File: src/rtl/rpa_pkg.sv
package rpa_pkg;

	// default sizing of the pool
	localparam int NUM_REGS_DEF    = 14;
	localparam int FIRST_ALLOC_DEF = 3;
	localparam int TAG_WIDTH_DEF   = 8;

	// owner slots that take a record
	localparam int RECORD_SLOTS = 2;

	typedef enum logic [1:0] {
		ACT_ALLOC     = 2'd0,
		ACT_FREE      = 2'd1,
		ACT_FREE_TEMP = 2'd2,
		ACT_QUERY     = 2'd3
	} rpa_action_t;

	typedef struct packed {
		rpa_action_t action;
		logic [3:0]  reg_number;
		logic        owner_present;
		logic [7:0]  owner_tag;
		logic [1:0]  owner_slot;
	} rpa_req_t;

	typedef struct packed {
		logic [3:0] reg_out;
		logic       is_owned;
		logic       record_valid;
		logic       record_slot;
		logic       released_valid;
		logic [7:0] released_owner;
		logic [3:0] released_reg;
	} rpa_rsp_t;

	// commands from the controller to the datapath
	typedef struct packed {
		logic load;
		logic pick;
		logic apply;
	} rpa_cmd_t;

endpackage

File: src/rtl/rpa_ctrl.sv
module rpa_ctrl (
	input  logic              clk,
	input  logic              arst_n,
	input  logic              start,
	output logic              busy,
	output logic              done,
	output rpa_pkg::rpa_cmd_t cmd
);
	import rpa_pkg::*;

	typedef enum logic [2:0] {
		ST_IDLE  = 3'b001,
		ST_PICK  = 3'b010,
		ST_APPLY = 3'b100
	} rpa_state_t;

	rpa_state_t state_q, state_d;
	logic       done_q;

	always_comb begin
		state_d = state_q;
		case (state_q)
			ST_IDLE:  if (start) state_d = ST_PICK;
			ST_PICK:  state_d = ST_APPLY;
			ST_APPLY: state_d = ST_IDLE;
			default:  state_d = ST_IDLE;
		endcase
	end

	always_ff @(posedge clk or negedge arst_n) begin
		if (!arst_n) begin
			state_q <= ST_IDLE;
			done_q  <= 1'b0;
		end else begin
			state_q <= state_d;
			done_q  <= (state_q == ST_APPLY);
		end
	end

	assign busy      = (state_q != ST_IDLE);
	assign done      = done_q;
	assign cmd.load  = (state_q == ST_IDLE) && start;
	assign cmd.pick  = (state_q == ST_PICK);
	assign cmd.apply = (state_q == ST_APPLY);

endmodule

File: src/rtl/rpa_datapath.sv
module rpa_datapath #(
	parameter int NUM_REGS    = rpa_pkg::NUM_REGS_DEF,
	parameter int FIRST_ALLOC = rpa_pkg::FIRST_ALLOC_DEF,
	parameter int TAG_WIDTH   = rpa_pkg::TAG_WIDTH_DEF
) (
	input  logic              clk,
	input  logic              arst_n,
	input  rpa_pkg::rpa_cmd_t cmd,
	input  rpa_pkg::rpa_req_t req,
	output rpa_pkg::rpa_rsp_t result
);
	import rpa_pkg::*;

	localparam int IW = $clog2(NUM_REGS);
	localparam bit POOL_EMPTY = (FIRST_ALLOC >= NUM_REGS);
	localparam logic [6:0] FIRST_W = 7'(FIRST_ALLOC);
	localparam logic [6:0] LIMIT_W = 7'(NUM_REGS);
	localparam logic [IW-1:0] FIRST_IDX = IW'(FIRST_ALLOC);
	localparam logic [IW-1:0] LAST_IDX  = IW'(NUM_REGS - 1);

	rpa_req_t               req_q;
	logic [NUM_REGS-1:0]    busy_bits_q;
	logic [NUM_REGS-1:0]    tag_valid_q;
	logic [IW-1:0]          victim_q;
	logic [TAG_WIDTH-1:0]   tag_mem [NUM_REGS];
	rpa_rsp_t               result_q;

	// pick stage results
	logic [IW-1:0]          tgt_s1;
	logic                   ok_s1;
	logic                   evict_s1;
	logic [TAG_WIDTH-1:0]   rd_tag_s1;

	// pick stage logic
	logic                   free_found;
	logic [IW-1:0]          free_idx;
	logic                   in_pool;
	logic                   is_alloc;
	logic [IW-1:0]          pick_tgt;
	logic                   pick_ok;

	always_comb begin
		free_found = 1'b0;
		free_idx   = '0;
		for (int i = NUM_REGS - 1; i >= FIRST_ALLOC; i--) begin
			if (!busy_bits_q[i]) begin
				free_found = 1'b1;
				free_idx   = IW'(i);
			end
		end
	end

	assign is_alloc = (req_q.action == ACT_ALLOC);
	assign in_pool  = ({3'b000, req_q.reg_number} >= FIRST_W) &&
	                  ({3'b000, req_q.reg_number} < LIMIT_W);

	always_comb begin
		if (is_alloc) begin
			pick_ok  = !POOL_EMPTY;
			pick_tgt = free_found ? free_idx : victim_q;
		end else begin
			pick_ok  = in_pool;
			pick_tgt = in_pool ? IW'(req_q.reg_number) : '0;
		end
		if (!pick_ok) pick_tgt = '0;
	end

	// apply stage logic
	logic busy_t, owned_t;
	logic alloc_go, free_go, temp_go, query_go;
	logic do_release;
	rpa_rsp_t rsp_d;

	assign busy_t   = busy_bits_q[tgt_s1];
	assign owned_t  = tag_valid_q[tgt_s1];
	assign alloc_go = ok_s1 && (req_q.action == ACT_ALLOC);
	assign free_go  = ok_s1 && (req_q.action == ACT_FREE);
	assign temp_go  = ok_s1 && (req_q.action == ACT_FREE_TEMP);
	assign query_go = ok_s1 && (req_q.action == ACT_QUERY);
	// eviction or free of an owned, busy register reports the owner
	assign do_release = ((alloc_go && evict_s1) || free_go) && busy_t && owned_t;

	always_comb begin
		rsp_d = '0;
		rsp_d.reg_out = req_q.reg_number;
		if (req_q.action == ACT_ALLOC) begin
			rsp_d.reg_out = alloc_go ? 4'(tgt_s1) : 4'd0;
		end
		if (alloc_go && req_q.owner_present &&
		    ({30'd0, req_q.owner_slot} < 32'(RECORD_SLOTS))) begin
			rsp_d.record_valid = 1'b1;
			rsp_d.record_slot  = req_q.owner_slot[0];
		end
		if (query_go) rsp_d.is_owned = owned_t;
		if (do_release) begin
			rsp_d.released_valid = 1'b1;
			rsp_d.released_owner = 8'(rd_tag_s1);
			rsp_d.released_reg   = 4'(tgt_s1);
		end
	end

	always_ff @(posedge clk) begin
		if (cmd.load) req_q <= req;
		if (cmd.pick) begin
			tgt_s1   <= pick_tgt;
			ok_s1    <= pick_ok;
			evict_s1 <= !free_found;
		end
		if (cmd.apply) result_q <= rsp_d;
	end

	// tag memory: read in pick, written in apply
	always_ff @(posedge clk) begin
		if (cmd.pick) rd_tag_s1 <= tag_mem[pick_tgt];
		if (alloc_go && cmd.apply && req_q.owner_present)
			tag_mem[tgt_s1] <= TAG_WIDTH'(req_q.owner_tag);
	end

	always_ff @(posedge clk or negedge arst_n) begin
		if (!arst_n) begin
			busy_bits_q <= '0;
			tag_valid_q <= '0;
			victim_q    <= FIRST_IDX;
		end else if (cmd.apply) begin
			if (alloc_go) begin
				busy_bits_q[tgt_s1] <= 1'b1;
				tag_valid_q[tgt_s1] <= req_q.owner_present;
				if (evict_s1) victim_q <= (victim_q == LAST_IDX) ? FIRST_IDX : victim_q + 1'b1;
			end
			if (free_go && busy_t) begin
				busy_bits_q[tgt_s1] <= 1'b0;
				tag_valid_q[tgt_s1] <= 1'b0;
			end
			if (temp_go && !owned_t) busy_bits_q[tgt_s1] <= 1'b0;
		end
	end

	assign result = result_q;

endmodule

File: src/rtl/register_pool_allocator_core.sv
// register pool allocator: hands out registers FIRST_ALLOC..NUM_REGS-1, lowest free
// first, evicting round-robin when the pool is full. a request transfer happens
// on a clock edge with start high and busy low, and the request is latched on that
// edge; busy then stays high in the pick state (tag memory read and pick) and the
// apply state (update), taking no new request before the update. the result is
// marked by done, high for exactly one cycle, in the first cycle with busy low
// again; the receiver cannot stall it, so it must take every result in that cycle.
// a new request may be started in the same cycle that done is high.
module register_pool_allocator_core #(
	parameter int NUM_REGS    = rpa_pkg::NUM_REGS_DEF,
	parameter int FIRST_ALLOC = rpa_pkg::FIRST_ALLOC_DEF,
	parameter int TAG_WIDTH   = rpa_pkg::TAG_WIDTH_DEF
) (
	input  logic              clk,
	input  logic              arst_n,
	input  logic              start,
	output logic              busy,
	input  rpa_pkg::rpa_req_t req,
	output logic              done,
	output rpa_pkg::rpa_rsp_t result
);
	import rpa_pkg::*;

	// command bundle from the sequencer
	rpa_cmd_t cmd;

	// sequencer: idle, pick target, apply update
	rpa_ctrl u_ctrl (
		.clk    (clk),
		.arst_n (arst_n),
		.start  (start),
		.busy   (busy),
		.done   (done),
		.cmd    (cmd)
	);

	// busy and owner bits, tag memory, victim pointer and result register
	rpa_datapath #(
		.NUM_REGS    (NUM_REGS),
		.FIRST_ALLOC (FIRST_ALLOC),
		.TAG_WIDTH   (TAG_WIDTH)
	) u_datapath (
		.clk    (clk),
		.arst_n (arst_n),
		.cmd    (cmd),
		.req    (req),
		.result (result)
	);

endmodule

File: config.mk
export PLATFORM = sky130hd
export DESIGN_NAME = register_pool_allocator_core
export DESIGN_NICKNAME = d
export VERILOG_FILES = /design/src/rtl/rpa_pkg.sv /design/src/rtl/rpa_ctrl.sv /design/src/rtl/rpa_datapath.sv /design/src/rtl/register_pool_allocator_core.sv
export SDC_FILE = /design/constraint.sdc
export NUM_CORES = 1
export LEC_CHECK = 0
export BUFFER_PORTS_ARGS = -buffer_cell sky130_fd_sc_hd__buf_2
export CAP_MARGIN = 20
export CORE_ASPECT_RATIO = 0.9
export CORE_MARGIN = 2
export CORE_UTILIZATION = 55
export DETAILED_ROUTE_END_ITERATION = 12
export PLACE_DENSITY_LB_ADDON = 0.1
export SYNTH_ARGS = -nofsm -noshare
export SYNTH_HDL_FRONTEND = slang
export SYNTH_SLANG_ARGS = --single-unit
File: constraint.sdc
create_clock -name clk -period 3.65 [get_ports clk]
set_clock_uncertainty 0.05 [all_clocks]
set_input_delay 0.365 -clock clk [delete_from_list [all_inputs] [get_ports clk]]
set_output_delay 0.365 -clock clk [all_outputs]
set_load 0.01 [all_outputs]
==> summary.txt <==
Comb power frac = 15.5%
Final GP Congestion = 0.866
Wire length of the first global-routing pass = 27200 um
Maximum VDD drop = 514 uV
Max-slew violations = 0
Final wirelength = 17200 um
Clk buf depth = 2
Full die area = 16000 sq um
Flop pwr share = 49.6%
Clock transition at path regs = 0.07 ns
Leakage power = 0.00333 uW
Post-CTS Setup Inserts = 0
Fin crit share = 90.1%
CP Data Required Time = 3.76 ns
Detailed-placement wirelength estimate = 11700 um
Total number of vias = 5001
Synth area leader = edfxtp_1
Clock power share = 34.9%
Hold Fails Final Rpt = 0
Largest cells by area after synthesis = edfxtp_1 (59%), dfrtp_1 (10%), mux2i_1 (3.9%)
Post-Syn Area = 8250 sq um
P_sw = 1560 uW
Max_cap viols = 0
Wirelength per Cell = 21.0 um
Yosys Warn Count = 0
Maximum clock rate = 0.304 GHz
Largest net degree at the start of global routing = 37
CTS sink cnt = 199
Switching Share = 27.0%
Crit Path Category = reg2reg
Post-synth EDFFs = 163
Port buffer count = 41
WP data arrival = 3.40 ns
CTS resizes = 0
Ys flop type = edfxtp_1
Hold WC Path Type = in2reg
Die W = 133 um
Ys async rst share = 18.1%
H-tree Lvls = 4
Cell count after synthesis = 568
Critical Path Fanout Max = 19
Critical Path Start Type = flop
RSZ-0062 raised after global routing = no
# rows = 42
Clk root buf = clkbuf_16
Grt ovf = 0
Residual DRC count = 0
Antenna violations before repair = 0
Total negative slack = 0 ns
Hold WS = 0.0503 ns
Pint = 4230 uW
Share of cells above drive strength 1 = 16.2%
Final setup viols = 0
Critical path endpoint category = flop
Initial DRC count = 623
Nets = 633
Library cells used by synthesis = 57
Die Y-Extent = 120 um
Initial Utilization = 56.3%
Power Total = 5790 uW
CTS tree = yes
Status = completed
Syn Nets = 590
Mean area per synthesized cell = 14.5 sq um
Area delta synth->final = 12.5%
Seq/Total Area, Yosys = 70.3%
Synth top area share = 59.3%
Top-count cell post-synth = edfxtp_1
Placed Cells = 789
Routed Antenna Nets = 0
# hold bufs at CTS = 1
Final min period = 3.29 ns
Total global routing track utilization = 23.0%
N_diodes = 0
Rel. slew slack = 35.3%
Vias per std cell = 6.08
CORE AREA = 14700 sq um
Detailed Routing Iterations Pass 1 = 5
Least-Margin Pin Slew = 0.971 ns
Leading cell types by count after synthesis = edfxtp_1 (163), nor2_1 (74), dfrtp_1 (33)
TritonCTS buffer count = 17
Number of synthesized register bits = 199
Clk_lat worst skew = 0.44 ns
Vias in the first global route = 4819
PD cells = 624 nW/um^2
Final non-filler cell total = 822
Ports = 42
-- flip-flops by register name, indices dropped and copies added (netlist names), 3 cells and up --
signal / cells
u_ctrl.state_q: 3
u_datapath.victim_q: 4
u_datapath.result: 20
u_datapath.tgt_s1: 4
u_datapath.busy_bits_q: 14
u_datapath.tag_mem: 112
u_datapath.rd_tag_s1: 8
u_datapath.tag_valid_q: 14
u_datapath.req_q: 17
-- through the flow --
step | util, % | setup slack, ns | area [sq um]
2_1_floorplan | - | 0.0335 | 8250
3_3_place_gp | 58.9 | 0.649 | 8630
3_5_place_dp | 58.9 | 0.429 | 8630
4_1_cts | 63.3 | 0.435 | 9280
5_1_grt | 63.3 | 0.0594 | 9280
6_report | 63.3 | 0.362 | 9280
-- layer usage --
layer | global-route usage, % | routed length, um | vias up
li1 | - | - | 2298
met1 | 34.8 | 7970 | 2472
met2 | 33.6 | 7610 | 212
met3 | 5.74 | 1430 | 19
met4 | 6.45 | 210 | 0
met5 | 0 | 0 | -
-- power by group through the flow --
| stage | Sequential [uW] | Combinational, uW | Clock, uW |
|---|---|---|---|
| floorplan | 2810 | 708 | 0 |
| finish | 2870 | 899 | 2020 |
| global placement | 2910 | 879 | 0 |
| detailed placement | 2920 | 894 | 0 |
| global route | 2890 | 981 | 2110 |
| CTS | 2870 | 897 | 2040 |
-- worst paths after layout --
check / start / end / slack, ns / depth (start not counted)
max: u_datapath.req_q[16] / u_datapath.rd_tag_s1[0] / 0.36 / 9
min: req[2] / u_datapath.req_q[2] / 0.05 / 1
max reg2reg: u_datapath.req_q[16] / u_datapath.rd_tag_s1[0] / 0.36 / 9
min reg2reg: u_ctrl.state_q[2] / u_ctrl.state_q[2] / 0.44 / 1
max in group asynchronous: arst_n / u_ctrl.done / 2.52 / 2
min in group asynchronous: arst_n / u_datapath.tag_valid_q[10] / 0.51 / 2
-- area by class of cell --
class	count	area, sq um
clock inverters	15	208
flip-flops and latches	199	5800
multi-input cells	327	2250
clock buffers	17	425
repair buffers	53	298
well taps	198	248
fillers	1044	5390
inverters	13	48.8
-- layout by cell type, fill, tap and decap left out, types with 3 or more instances in the layout --
cell	netlist	routed
clkinv_1	0	4
o22ai_1	9	9
o31ai_1	7	7
nand4_1	10	10
a31oi_1	3	3
nor3_1	5	5
inv_1	11	11
a32oi_1	13	12
or3_1	3	3
o22a_1	28	28
buf_4	5	11
nand3_1	10	10
clkbuf_16	0	17
and3_1	4	4
edfxtp_1	163	163
buf_2	13	41
o21ai_0	8	8
mux2i_1	32	32
a211o_1	16	16
and2_1	15	15
a21oi_1	5	5
nand2_1	31	31
mux4_2	6	6
dfstp_2	3	3
bufinv_16	0	5
nor2_1	74	74
nor3b_1	7	5
a2bb2oi_1	6	6
dfrtp_1	33	33
-- critical path, stage by stage, from the launching register on --
cell	delay, ns
edfxtp_1	0.51
or2_0	0.52
nand2_1	0.14
a211oi_1	0.39
a21oi_2	0.22
inv_2	0.33
buf_4	0.34
mux2i_1	0.23
a211o_1	0.15
nand4_1	0.12
-- logic make-up (layout without fill, tap and decap cells) --
kind of cell / Yosys count / in the layout / share of synthesized area [%]
AND/OR/NAND/NOR: 169 / 169 / 9.72
buffers and inverters: 42 / 98 / 2.72
multiplexers: 40 / 40 / 5.79
flip-flops: 199 / 199 / 70.3
adder cells (fa/ha/maj): 2 / 2 / 0.303
AO/OA/AOI/OAI: 116 / 116 / 11.2
Power figures use the tool's default switching activity.
